===== src/rtl/u8u16_pkg.sv =====
// Shared types and constants for the UTF-8 to UTF-16 transcoder.
package u8u16_pkg;

    localparam int unsigned CP_W       = 21;
    localparam int unsigned UNIT_W     = 16;
    localparam int unsigned JOBQ_DEPTH = 4;
    localparam int unsigned JOBQ_AW    = $clog2(JOBQ_DEPTH);
    localparam int unsigned JOBQ_CW    = $clog2(JOBQ_DEPTH + 1);

    localparam logic CMD_DATA = 1'b0;
    localparam logic CMD_END  = 1'b1;

    localparam logic [CP_W-1:0]   CP_QMARK = 21'h00003F;
    localparam logic [CP_W-1:0]   CP_SUPP  = 21'h010000;
    localparam logic [UNIT_W-1:0] SURR_HI  = 16'hD800;
    localparam logic [UNIT_W-1:0] SURR_LO  = 16'hDC00;
    localparam logic [UNIT_W-1:0] UNIT_NUL = 16'h0000;

    // One decoded request handed from the front to the back.
    typedef struct packed {
        logic [CP_W-1:0] cp;
        logic            has_cp;
        logic            has_term;
    } job_t;

    // Queue status seen by the back end.
    typedef struct packed {
        logic valid;
        job_t head;
    } jobq_rd_t;

endpackage


===== src/rtl/u8u16_front.sv =====
// Front end: accepts bytes, tracks sequence state and builds code point jobs.
module u8u16_front (
    input  logic                   clk,
    input  logic                   rst_n,
    input  logic                   accept,
    input  logic                   command,
    input  logic [7:0]             byte_in,
    output logic                   job_push,
    output u8u16_pkg::job_t        job
);
    import u8u16_pkg::*;

    logic [1:0]      pending_reg, pending_next;
    logic [CP_W-1:0] acc_reg, acc_next;
    logic [CP_W-1:0] acc_shift;

    assign acc_shift = {acc_reg[CP_W-7:0], byte_in[5:0]};

    always_comb
    begin
        pending_next = pending_reg;
        acc_next     = acc_reg;
        job.cp       = '0;
        job.has_cp   = 1'b0;
        job.has_term = 1'b0;
        if (command == CMD_END)
        begin
            // flush a partial sequence as it stands, then close the string
            job.cp       = acc_reg;
            job.has_cp   = (pending_reg != 2'd0);
            job.has_term = 1'b1;
            pending_next = 2'd0;
            acc_next     = '0;
        end
        else if (pending_reg != 2'd0)
        begin
            pending_next = pending_reg - 2'd1;
            acc_next     = acc_shift;
            if (pending_reg == 2'd1)
            begin
                job.cp     = acc_shift;
                job.has_cp = 1'b1;
                acc_next   = '0;
            end
        end
        else if (byte_in inside {[8'h00:8'h7F]})
        begin
            job.cp     = {13'd0, byte_in};
            job.has_cp = 1'b1;
        end
        else if (byte_in inside {[8'hC0:8'hDF]})
        begin
            acc_next     = {16'd0, byte_in[4:0]};
            pending_next = 2'd1;
        end
        else if (byte_in inside {[8'hE0:8'hEF]})
        begin
            acc_next     = {17'd0, byte_in[3:0]};
            pending_next = 2'd2;
        end
        else if (byte_in inside {[8'hF0:8'hF7]})
        begin
            acc_next     = {18'd0, byte_in[2:0]};
            pending_next = 2'd3;
        end
        else
        begin
            job.cp     = CP_QMARK;
            job.has_cp = 1'b1;
        end
    end

    assign job_push = accept && (job.has_cp || job.has_term);

    always_ff @(posedge clk or negedge rst_n)
    begin
        if (!rst_n)
        begin
            pending_reg <= 2'd0;
            acc_reg     <= '0;
        end
        else if (accept)
        begin
            pending_reg <= pending_next;
            acc_reg     <= acc_next;
        end
    end

endmodule


===== src/rtl/u8u16_jobq.sv =====
// Short job queue that decouples the byte front end from the unit back end.
module u8u16_jobq (
    input  logic                   clk,
    input  logic                   rst_n,
    input  logic                   wr_en,
    input  u8u16_pkg::job_t        wr_job,
    output logic                   full,
    input  logic                   rd_en,
    output u8u16_pkg::jobq_rd_t    rd
);
    import u8u16_pkg::*;

    job_t               mem [JOBQ_DEPTH];
    logic [JOBQ_AW-1:0] wr_ptr_reg, rd_ptr_reg;
    logic [JOBQ_CW-1:0] count_reg, count_next;

    assign full     = (count_reg == JOBQ_CW'(JOBQ_DEPTH));
    assign rd.valid = (count_reg != '0);
    assign rd.head  = mem[rd_ptr_reg];

    always_comb
    begin
        count_next = count_reg;
        case ({wr_en, rd_en})
            2'b10:   count_next = count_reg + JOBQ_CW'(1);
            2'b01:   count_next = count_reg - JOBQ_CW'(1);
            default: count_next = count_reg;
        endcase
    end

    always_ff @(posedge clk)
    begin
        if (wr_en)
            mem[wr_ptr_reg] <= wr_job;
    end

    always_ff @(posedge clk or negedge rst_n)
    begin
        if (!rst_n)
        begin
            wr_ptr_reg <= '0;
            rd_ptr_reg <= '0;
            count_reg  <= '0;
        end
        else
        begin
            if (wr_en)
                wr_ptr_reg <= wr_ptr_reg + JOBQ_AW'(1);
            if (rd_en)
                rd_ptr_reg <= rd_ptr_reg + JOBQ_AW'(1);
            count_reg <= count_next;
        end
    end

endmodule


===== src/rtl/u8u16_back.sv =====
// Back end: expands each job into UTF-16 units and holds them in the output register.
module u8u16_back (
    input  logic                     clk,
    input  logic                     rst_n,
    input  u8u16_pkg::jobq_rd_t      rd,
    output logic                     rd_en,
    input  logic                     pop,
    output logic                     empty,
    output logic [15:0]              code_unit,
    output logic                     is_terminator,
    output logic                     last_of_run
);
    import u8u16_pkg::*;

    logic [1:0]        phase_reg, phase_next;
    logic              out_valid_reg, out_valid_next;
    logic [UNIT_W-1:0] unit_reg, unit_next;
    logic              term_reg, term_next;
    logic              last_reg, last_next;

    logic              big;
    logic [CP_W-1:0]   v;
    logic [1:0]        cp_units;
    logic [1:0]        total;
    logic              load;

    assign big      = (rd.head.cp[CP_W-1:16] != '0);
    assign v        = rd.head.cp - CP_SUPP;
    assign cp_units = rd.head.has_cp ? (big ? 2'd2 : 2'd1) : 2'd0;
    assign total    = cp_units + {1'b0, rd.head.has_term};
    assign load     = rd.valid && (!out_valid_reg || pop);

    always_comb
    begin
        phase_next     = phase_reg;
        out_valid_next = out_valid_reg && !pop;
        unit_next      = unit_reg;
        term_next      = term_reg;
        last_next      = last_reg;
        rd_en          = 1'b0;
        if (load)
        begin
            out_valid_next = 1'b1;
            if (phase_reg < cp_units)
            begin
                term_next = 1'b0;
                if (phase_reg != 2'd0)
                    unit_next = SURR_LO | {6'd0, v[9:0]};
                else if (big)
                    unit_next = SURR_HI | {5'd0, v[CP_W-1:10]};
                else
                    unit_next = rd.head.cp[UNIT_W-1:0];
            end
            else
            begin
                term_next = 1'b1;
                unit_next = UNIT_NUL;
            end
            last_next = (phase_reg == total - 2'd1);
            // retire the job on its final unit, otherwise advance within it
            if (phase_reg == total - 2'd1)
            begin
                rd_en      = 1'b1;
                phase_next = 2'd0;
            end
            else
                phase_next = phase_reg + 2'd1;
        end
    end

    always_ff @(posedge clk or negedge rst_n)
    begin
        if (!rst_n)
        begin
            phase_reg     <= 2'd0;
            out_valid_reg <= 1'b0;
        end
        else
        begin
            phase_reg     <= phase_next;
            out_valid_reg <= out_valid_next;
        end
    end

    always_ff @(posedge clk)
    begin
        unit_reg <= unit_next;
        term_reg <= term_next;
        last_reg <= last_next;
    end

    assign empty         = !out_valid_reg;
    assign code_unit     = unit_reg;
    assign is_terminator = term_reg;
    assign last_of_run   = last_reg;

endmodule


===== src/rtl/utf8_to_utf16_transcoder_top.sv =====
// Top level of the UTF-8 to UTF-16 transcoder.
// Accepts one UTF-8 byte or end-of-string request per cycle and delivers UTF-16 code
// units through a registered output, one unit per cycle while the consumer pops. The
// front end decodes each byte in the cycle it is taken; completed code points go into
// a four-entry job queue. The back end turns one job into one or two units (BMP
// character, surrogate pair, flushed partial plus zero terminator), one per cycle
// while the output register is free or popped, so input is taken at one byte per cycle
// until the queue fills; full rises when jobs arrive faster than the back end and the
// consumer drain them. A job is written into the queue at the accepting edge; when the
// output register is free, its first unit is then loaded from the queue head into it.
module utf8_to_utf16_transcoder_top (
    input  logic        clk,
    input  logic        rst_n,
    input  logic        push,
    output logic        full,
    input  logic        command,
    input  logic [7:0]  byte_in,
    input  logic        pop,
    output logic        empty,
    output logic [15:0] code_unit,
    output logic        is_terminator,
    output logic        last_of_run
);
    import u8u16_pkg::*;

    logic     accept;
    logic     job_push;
    job_t     job;
    logic     rd_en;
    jobq_rd_t rd;

    assign accept = push && !full;

    u8u16_front u_front (
        .clk      (clk),
        .rst_n    (rst_n),
        .accept   (accept),
        .command  (command),
        .byte_in  (byte_in),
        .job_push (job_push),
        .job      (job)
    );

    u8u16_jobq u_jobq (
        .clk    (clk),
        .rst_n  (rst_n),
        .wr_en  (job_push),
        .wr_job (job),
        .full   (full),
        .rd_en  (rd_en),
        .rd     (rd)
    );

    u8u16_back u_back (
        .clk           (clk),
        .rst_n         (rst_n),
        .rd            (rd),
        .rd_en         (rd_en),
        .pop           (pop),
        .empty         (empty),
        .code_unit     (code_unit),
        .is_terminator (is_terminator),
        .last_of_run   (last_of_run)
    );

endmodule


===== config.mk =====
export PLATFORM = sky130hd
export DESIGN_NAME = utf8_to_utf16_transcoder_top
export DESIGN_NICKNAME = d
export VERILOG_FILES = /design/src/rtl/u8u16_pkg.sv /design/src/rtl/u8u16_front.sv /design/src/rtl/u8u16_jobq.sv /design/src/rtl/u8u16_back.sv /design/src/rtl/utf8_to_utf16_transcoder_top.sv
export SDC_FILE = /design/constraint.sdc
export NUM_CORES = 1
export LEC_CHECK = 0
export ABC_CLOCK_PERIOD_IN_PS = 11940
export BUFFER_PORTS_ARGS = -buffer_cell sky130_fd_sc_hd__buf_2
export CORE_MARGIN = 2
export CORE_UTILIZATION = 35
export CTS_CLUSTER_SIZE = 30
export DETAILED_ROUTE_END_ITERATION = 7
export PLACE_DENSITY = 0.62
export SETUP_SLACK_MARGIN = 0.5
export SLEW_MARGIN = 25
export SYNTH_ARGS = -nofsm -noshare
export SYNTH_HDL_FRONTEND = slang
export SYNTH_HIERARCHICAL = 1
export SYNTH_SLANG_ARGS = --single-unit

===== constraint.sdc =====
create_clock -name clk -period 11.94 [get_ports clk]
set_input_delay 1.194 -clock clk [delete_from_list [all_inputs] [get_ports clk]]
set_output_delay 1.194 -clock clk [all_outputs]
set_load 0.02 [all_outputs]

* Word level (Yosys, flattened, before mapping)
Memories as Yosys holds them, arrays and structs flattened. Cells that the tools add are included. W data, S select, Z words.
Operators by class: muxes and demuxes 33, bitwise operators 1, order comparisons 9, reduce and logical (&&, ||, !) cells 21, eq/ne operators 6, add/subtract/negate cells 9
Operators by type and width (number):
- $mux W21 | 7
- $mux W22 | 6
- $mux W16 | 2
- $ge A8 B8 Y1 const B | 3
- $le A8 B8 Y1 const B | 3
- $sub A21 B17 Y21 const B | 1
- $mux W2 | 9
- $reduce_bool A5 Y1 | 2
- $ge A8 B1 Y1 const B | 1
- $le A8 B7 Y1 const B | 1
- $logic_and A1 B1 Y1 | 8
- $mux W1 | 7
- $mux W7 | 1
- $add A2 B1 Y2 const B | 3
- $pmux W3 S2 | 1
- $reduce_bool A2 Y1 | 3
- $eq A2 B1 Y1 const B | 2
- $sub A2 B1 Y2 const B | 2
- $add A3 B1 Y3 const B | 1
- $eq A3 B3 Y1 const B | 1
- $logic_not A1 Y1 | 3
- $ne A3 B2 Y1 const B | 1
- $reduce_and A3 Y1 | 1
- $reduce_bool A3 Y1 | 1
- other kinds (8) | 9
Word-level totals: memory bits (writable) 92, logic and storage cells 91, input bits 13, memories 1, output and inout bits 20, register bits 51
Memory list:
- u_jobq.mem | depth 4, bits a word 23, rd ports 1, clocked after memory_dff 0, wr ports 1, RTL line u8u16_jobq.sv:13 | job_t mem [JOBQ_DEPTH];

* Longest topological paths before layout
depth in word-level cells 12, gate-level depth with buffers 18, gate-level depth less buffers 16

* Hierarchy
The synthesis kept the hierarchy.
Modules (own cells, without submodules):
- u8u16_jobq | area each 3762.4 um^2, sequential area each 2937.8 um^2, cells an instance 157, instances 1
- u8u16_front | area each 1391.3 um^2, sequential area each 575.6 um^2, cells an instance 167, instances 1
- u8u16_back | area each 1132.3 um^2, sequential area each 615.6 um^2, cells an instance 110, instances 1
- utf8_to_utf16_transcoder_top | area each 13.8 um^2, sequential area each 0.0 um^2, cells an instance 1, instances 1

* Worst setup path after synthesis
OpenSTA, ideal clock, no wires.
path type flip-flop to flip-flop, start point reg u_jobq.rd_ptr_reg[0], end point reg u_jobq.count_reg[2], setup time 0.079 ns, data required time 11.861 ns, cell stages (with the launch flop) 19, clock period less this slack 3.813 ns, setup slack 8.127 ns, buffers on the path 2, data arrival time 3.734 ns, cell sequence dfrtp_1 buf_6 buf_12 mux4_2 inv_1 ha_1 nor4b_2 nand2_1 ha_1 xnor2_1 a21o_1 nand2_1 nor3_1 ha_1 inv_1 fa_1 xor2_1 nor2_1 xor2_1
RTL lines:
- from (decl) | RTL line u8u16_jobq.sv:14 | logic [JOBQ_AW-1:0] wr_ptr_reg, rd_ptr_reg;
- from (signal assigned) | RTL line u8u16_jobq.sv:50 | rd_ptr_reg <= rd_ptr_reg + JOBQ_AW'(1);
- to (signal assigned) | RTL line u8u16_jobq.sv:51 | count_reg <= count_next;
- to (decl) | RTL line u8u16_jobq.sv:15 | logic [JOBQ_CW-1:0] count_reg, count_next;

==> run_results.csv <==
group,metric,value,unit
yosys,yosys_warnings,6,
routing,drt-total-wl,11.9,mm
cells_and_area,final_cell_mix,"110 x edfxtp_1, 61 x nand2_1, 32 x buf_2, 32 x dfrtp_1, 25 x nor2_1",
floorplan,die_area,0.0191,mm^2
grt,grt_overflow,0,
routing,num_vias,3644,
sta,skew,0.00792,ns
grt,groute.usage.overall,12.7,%
routing,ant_nets,0,
yosys,yosys.area_share.xor_xnor,1.53,%
cells_and_area,design.final.nets,489,
placement,globalplace.congestion,0.800,
sta,slew_violations,0,
critical_path,worst_path_buffer_plus_inverter_count,3,
yosys,ys_async_sr_fraction,23.1,%
power_and_ir_drop,power.sequential.fraction,41.4,%
critical_path,r2r_end,"u_jobq/count_reg[2]",
run_status,result_of_the_run,"complete, no violations",
power_and_ir_drop,max-vdd-ir-drop,0.000143,V
critical_path,critical_path.reg2reg.startpoint,"u_jobq/rd_ptr_reg[0]",
clock_network,cts-buffers-inserted,17,
yosys,synth_sequential_area_ratio,65.5,%
yosys,synth-edff-count,110,
floorplan,initial_core_utilization,35.3,%
clock_network,tritoncts,"built",
clock_network,clk_latency,0.42,ns
critical_path,worst_path_largest_cell_delay,0.57,ns
power_and_ir_drop,power-per-cell-area,254,mW/mm^2
cells_and_area,flow.area_growth_from_synthesis,13.0,%
sta,finalSetupTns,0,ns
routing,detail_route.iter0.violations,311,
sta,layout_worst_path_cycle_share,37.8,%
yosys,synth_area_per_cell,14.5,um^2
critical_path,end_kind,"flop",
grt,number_of_antenna_violations_at_the_first_check_in_global_routing,0,
sta,post-route-min-period,4.51,ns
yosys,flip_flop_and_latch_count_after_synthesis,143,
sta,max_slew.worst_pin.slew,0.931,ns
sta,timing_hold_violations_final,0,
clock_network,postCtsSetupBuffers,0,
clock_network,cts_resized,0,
sta,rsz_0062_raised_after_global_routing,"false",
clock_network,hold_buffers,0,
power_and_ir_drop,pwr-share-comb,33.6,%
sta,timing.hold.ws,0.490,ns
grt,grt_first_pass_wirelength,18.8,mm
critical_path,cp-start-kind,"flop",
critical_path,worstPathCellList,"buf_4, mux4_2, inv_1, ha_1, nor4b_2, nand2_1, ha_1, xnor2_1, a21o_1, nand2_1, nor3_1, ha_1, inv_1, fa_1, xor2_1, nor2_1, xor2_1",
flow_run,maxCapViolations,0,
critical_path,reg2reg_slack,7.43,ns
critical_path,cp_data_required_time,12.28,ns
yosys,proportion_of_synthesized_area_in_mux_cells,8.84,%
critical_path,worst_ep_arrival_time,4.85,ns
yosys,synth_cell_type_count,52,
critical_path,critical_path.top_delay_family,"simple AND/OR/NAND/NOR gates",
cells_and_area,inserted_diodes,0,
clock_network,clk_pin_slew_worst_paths,0.06,ns
power_and_ir_drop,power.clock.fraction,25.0,%
clock_network,clock-sinks,143,
critical_path,cp_max_fo,25,
sta,fmax,222,MHz
routing,detail_route.first_pass.iterations,5,
placement,placement.io_buffers,32,
min_path,hold-path-cell-count,1,
yosys,postSynth.topFlopCell,"edfxtp_1",
critical_path,timing_worst_setup_path_type,"reg2reg",
clock_network,clock_tree.buffer_depth,2,
yosys,post_synth_instance_area,0.00630,mm^2
yosys,yosys.area_share.simple,8.90,%
floorplan,dieWidth,138,um
yosys,postSynthNetCount,458,
grt,grt_max_degree,53,
clock_network,htree_levels,4,
min_path,min_path_type,"reg2reg",
min_path,hold_end,"u_jobq/count_reg[2]",
yosys,synth_compound_area_share,9.39,%
min_path,timing.hold.worst.start,"u_jobq/count_reg[2]",
power_and_ir_drop,swShare,34.3,%
critical_path,reg2regPathDepth,17,
floorplan,die_h,138,um
floorplan,core_area,0.0178,mm^2
floorplan,placementRows,49,
yosys,synth-adder-area-share,2.11,%
yosys,dominant_combinational_cell_family_by_area_after_synthesis,"compound AO/OA/AOI/OAI gates",
cells_and_area,post_layout_nonfiller_instances,707,
sta,setup_viol,0,
power_and_ir_drop,static-leakage-power,2.63,nW
grt,first_global_vias,3437,
routing,average_routed_wire_per_standard_cell,16.9,um
power_and_ir_drop,p_int,1.19,mW
routing,route.detailed.drc,0,
cells_and_area,layout-drive-gt1-share,19.5,%
critical_path,critical_path.slowest_cell,"mux4_2",
routing,vias_per_cell,5.15,
critical_path,timing.critical_path.mode_cell,"ha_1",
power_and_ir_drop,p_sw,0.621,mW
floorplan,floorplan.io_pins,33,
sta,timing.max_slew.rel_slack,37.8,%
clock_network,clockRootBuffer,"clkbuf_16",
placement,place.detailed.hpwl,7.69,mm
placement,placed_cells,676,
cells_and_area,largest_reg_flops,92,
yosys,syn_inst,435,
cells_and_area,final_common_cell,"edfxtp_1",
## cell usage after synthesis, drive strengths merged (2+ instances only)
cell type,count,share of area [%]
edfxtp,110,52
nand2,61,3.6
dfrtp,33,13
nor2,26,1.5
mux4,23,8.5
o21ai,21,1.8
inv,17,1.0
a22o,16,2.2
buf,16,2.2
a21oi,15,1.2
ha,9,1.8
clkbuf,8,0.48
o31ai,7,0.83
and2,6,0.60
nand3,6,0.48
nor2b,6,0.71
xnor2,6,0.83
nand2b,5,0.50
xor2,5,0.70
a31oi,4,0.40
a211oi,3,0.60
a21o,3,0.36
a211o,2,0.28
a21boi,2,0.24
mux2i,2,0.32
nor3,2,0.16
nor4b,2,0.38
o22ai,2,0.20
or3,2,0.20
## layer usage
layer  track usage (%)  part of all wire, %  vias to the layer above  wire (um)
met5                 0                    0                        -          0
met1              18.2                   48                     1822       5730
li1                  -                    -                     1696          -
met4              3.11                 0.69                        0         82
met2              18.6                   46                      117       5450
met3              4.40                  5.5                        9        660
## power by group through the flow
stage	clock, mW	combinational (mW)	sequential (mW)
floorplan	0	0.467	0.773
global placement	0	0.593	0.755
detailed placement	0	0.608	0.760
CTS	0.462	0.611	0.750
global route	0.490	0.669	0.762
finish	0.452	0.609	0.750
## cell type report
class / instances / area, um^2
fillers: 1615 / 10700
multi-input cells: 251 / 1940
clock inverters: 12 / 73.8
inverters: 17 / 63.8
clock buffers: 19 / 433
flip-flops and latches: 143 / 4130
well taps: 229 / 287
repair buffers: 36 / 190
## worst reg2reg max path, delay by kind of cell, from the launching register on
family | cells | cell delay, ns
and+or+nand+nor | 5 | 1.18
adders and majority gates | 4 | 1.11
muxes | 1 | 0.58
buffers and inverters | 3 | 0.56
xor gates and xnor gates | 3 | 0.53
DFF | 1 | 0.33
AOI/OAI and AO/OA | 1 | 0.14
## worst max-delay path by stage
stage / slack, ns / cells after the start / startpoint / to
floorplan: 8.13 / 18 / u_jobq/rd_ptr_reg[0] / u_jobq/count_reg[2]
global placement: 7.56 / 16 / u_jobq/rd_ptr_reg[1] / u_jobq/count_reg[2]
detailed placement: 7.29 / 16 / u_jobq/rd_ptr_reg[1] / u_jobq/count_reg[2]
CTS: 7.29 / 16 / u_jobq/rd_ptr_reg[1] / u_jobq/count_reg[2]
global route: 7.15 / 17 / u_jobq/rd_ptr_reg[0] / u_jobq/count_reg[2]
finish: 7.43 / 17 / u_jobq/rd_ptr_reg[0] / u_jobq/count_reg[2]
## logic make-up (layout without fill, tap and decap cells)
family / Yosys count / after routing
flip-flops: 143 / 143
multiplexers: 25 / 25
adder cells (fa/ha/maj): 10 / 10
buffers and inverters: 41 / 84
XOR/XNOR: 11 / 11
AO/OA/AOI/OAI: 84 / 84
AND/OR/NAND/NOR: 121 / 121
## through the flow
stage                     total power [mW]  area, um^2  util [%]  setup WS, ns
after global placement                1.35        6610      37.0          7.56
after detailed placement              1.37        6610      37.1          7.29
after CTS                             1.82        7120      39.9          7.29
final                                 1.81        7120      39.9          7.43
after global routing                  1.92        7120      39.9          7.15
after floorplan                       1.24        6300         -          8.13
(Power assumes the default switching activity.)
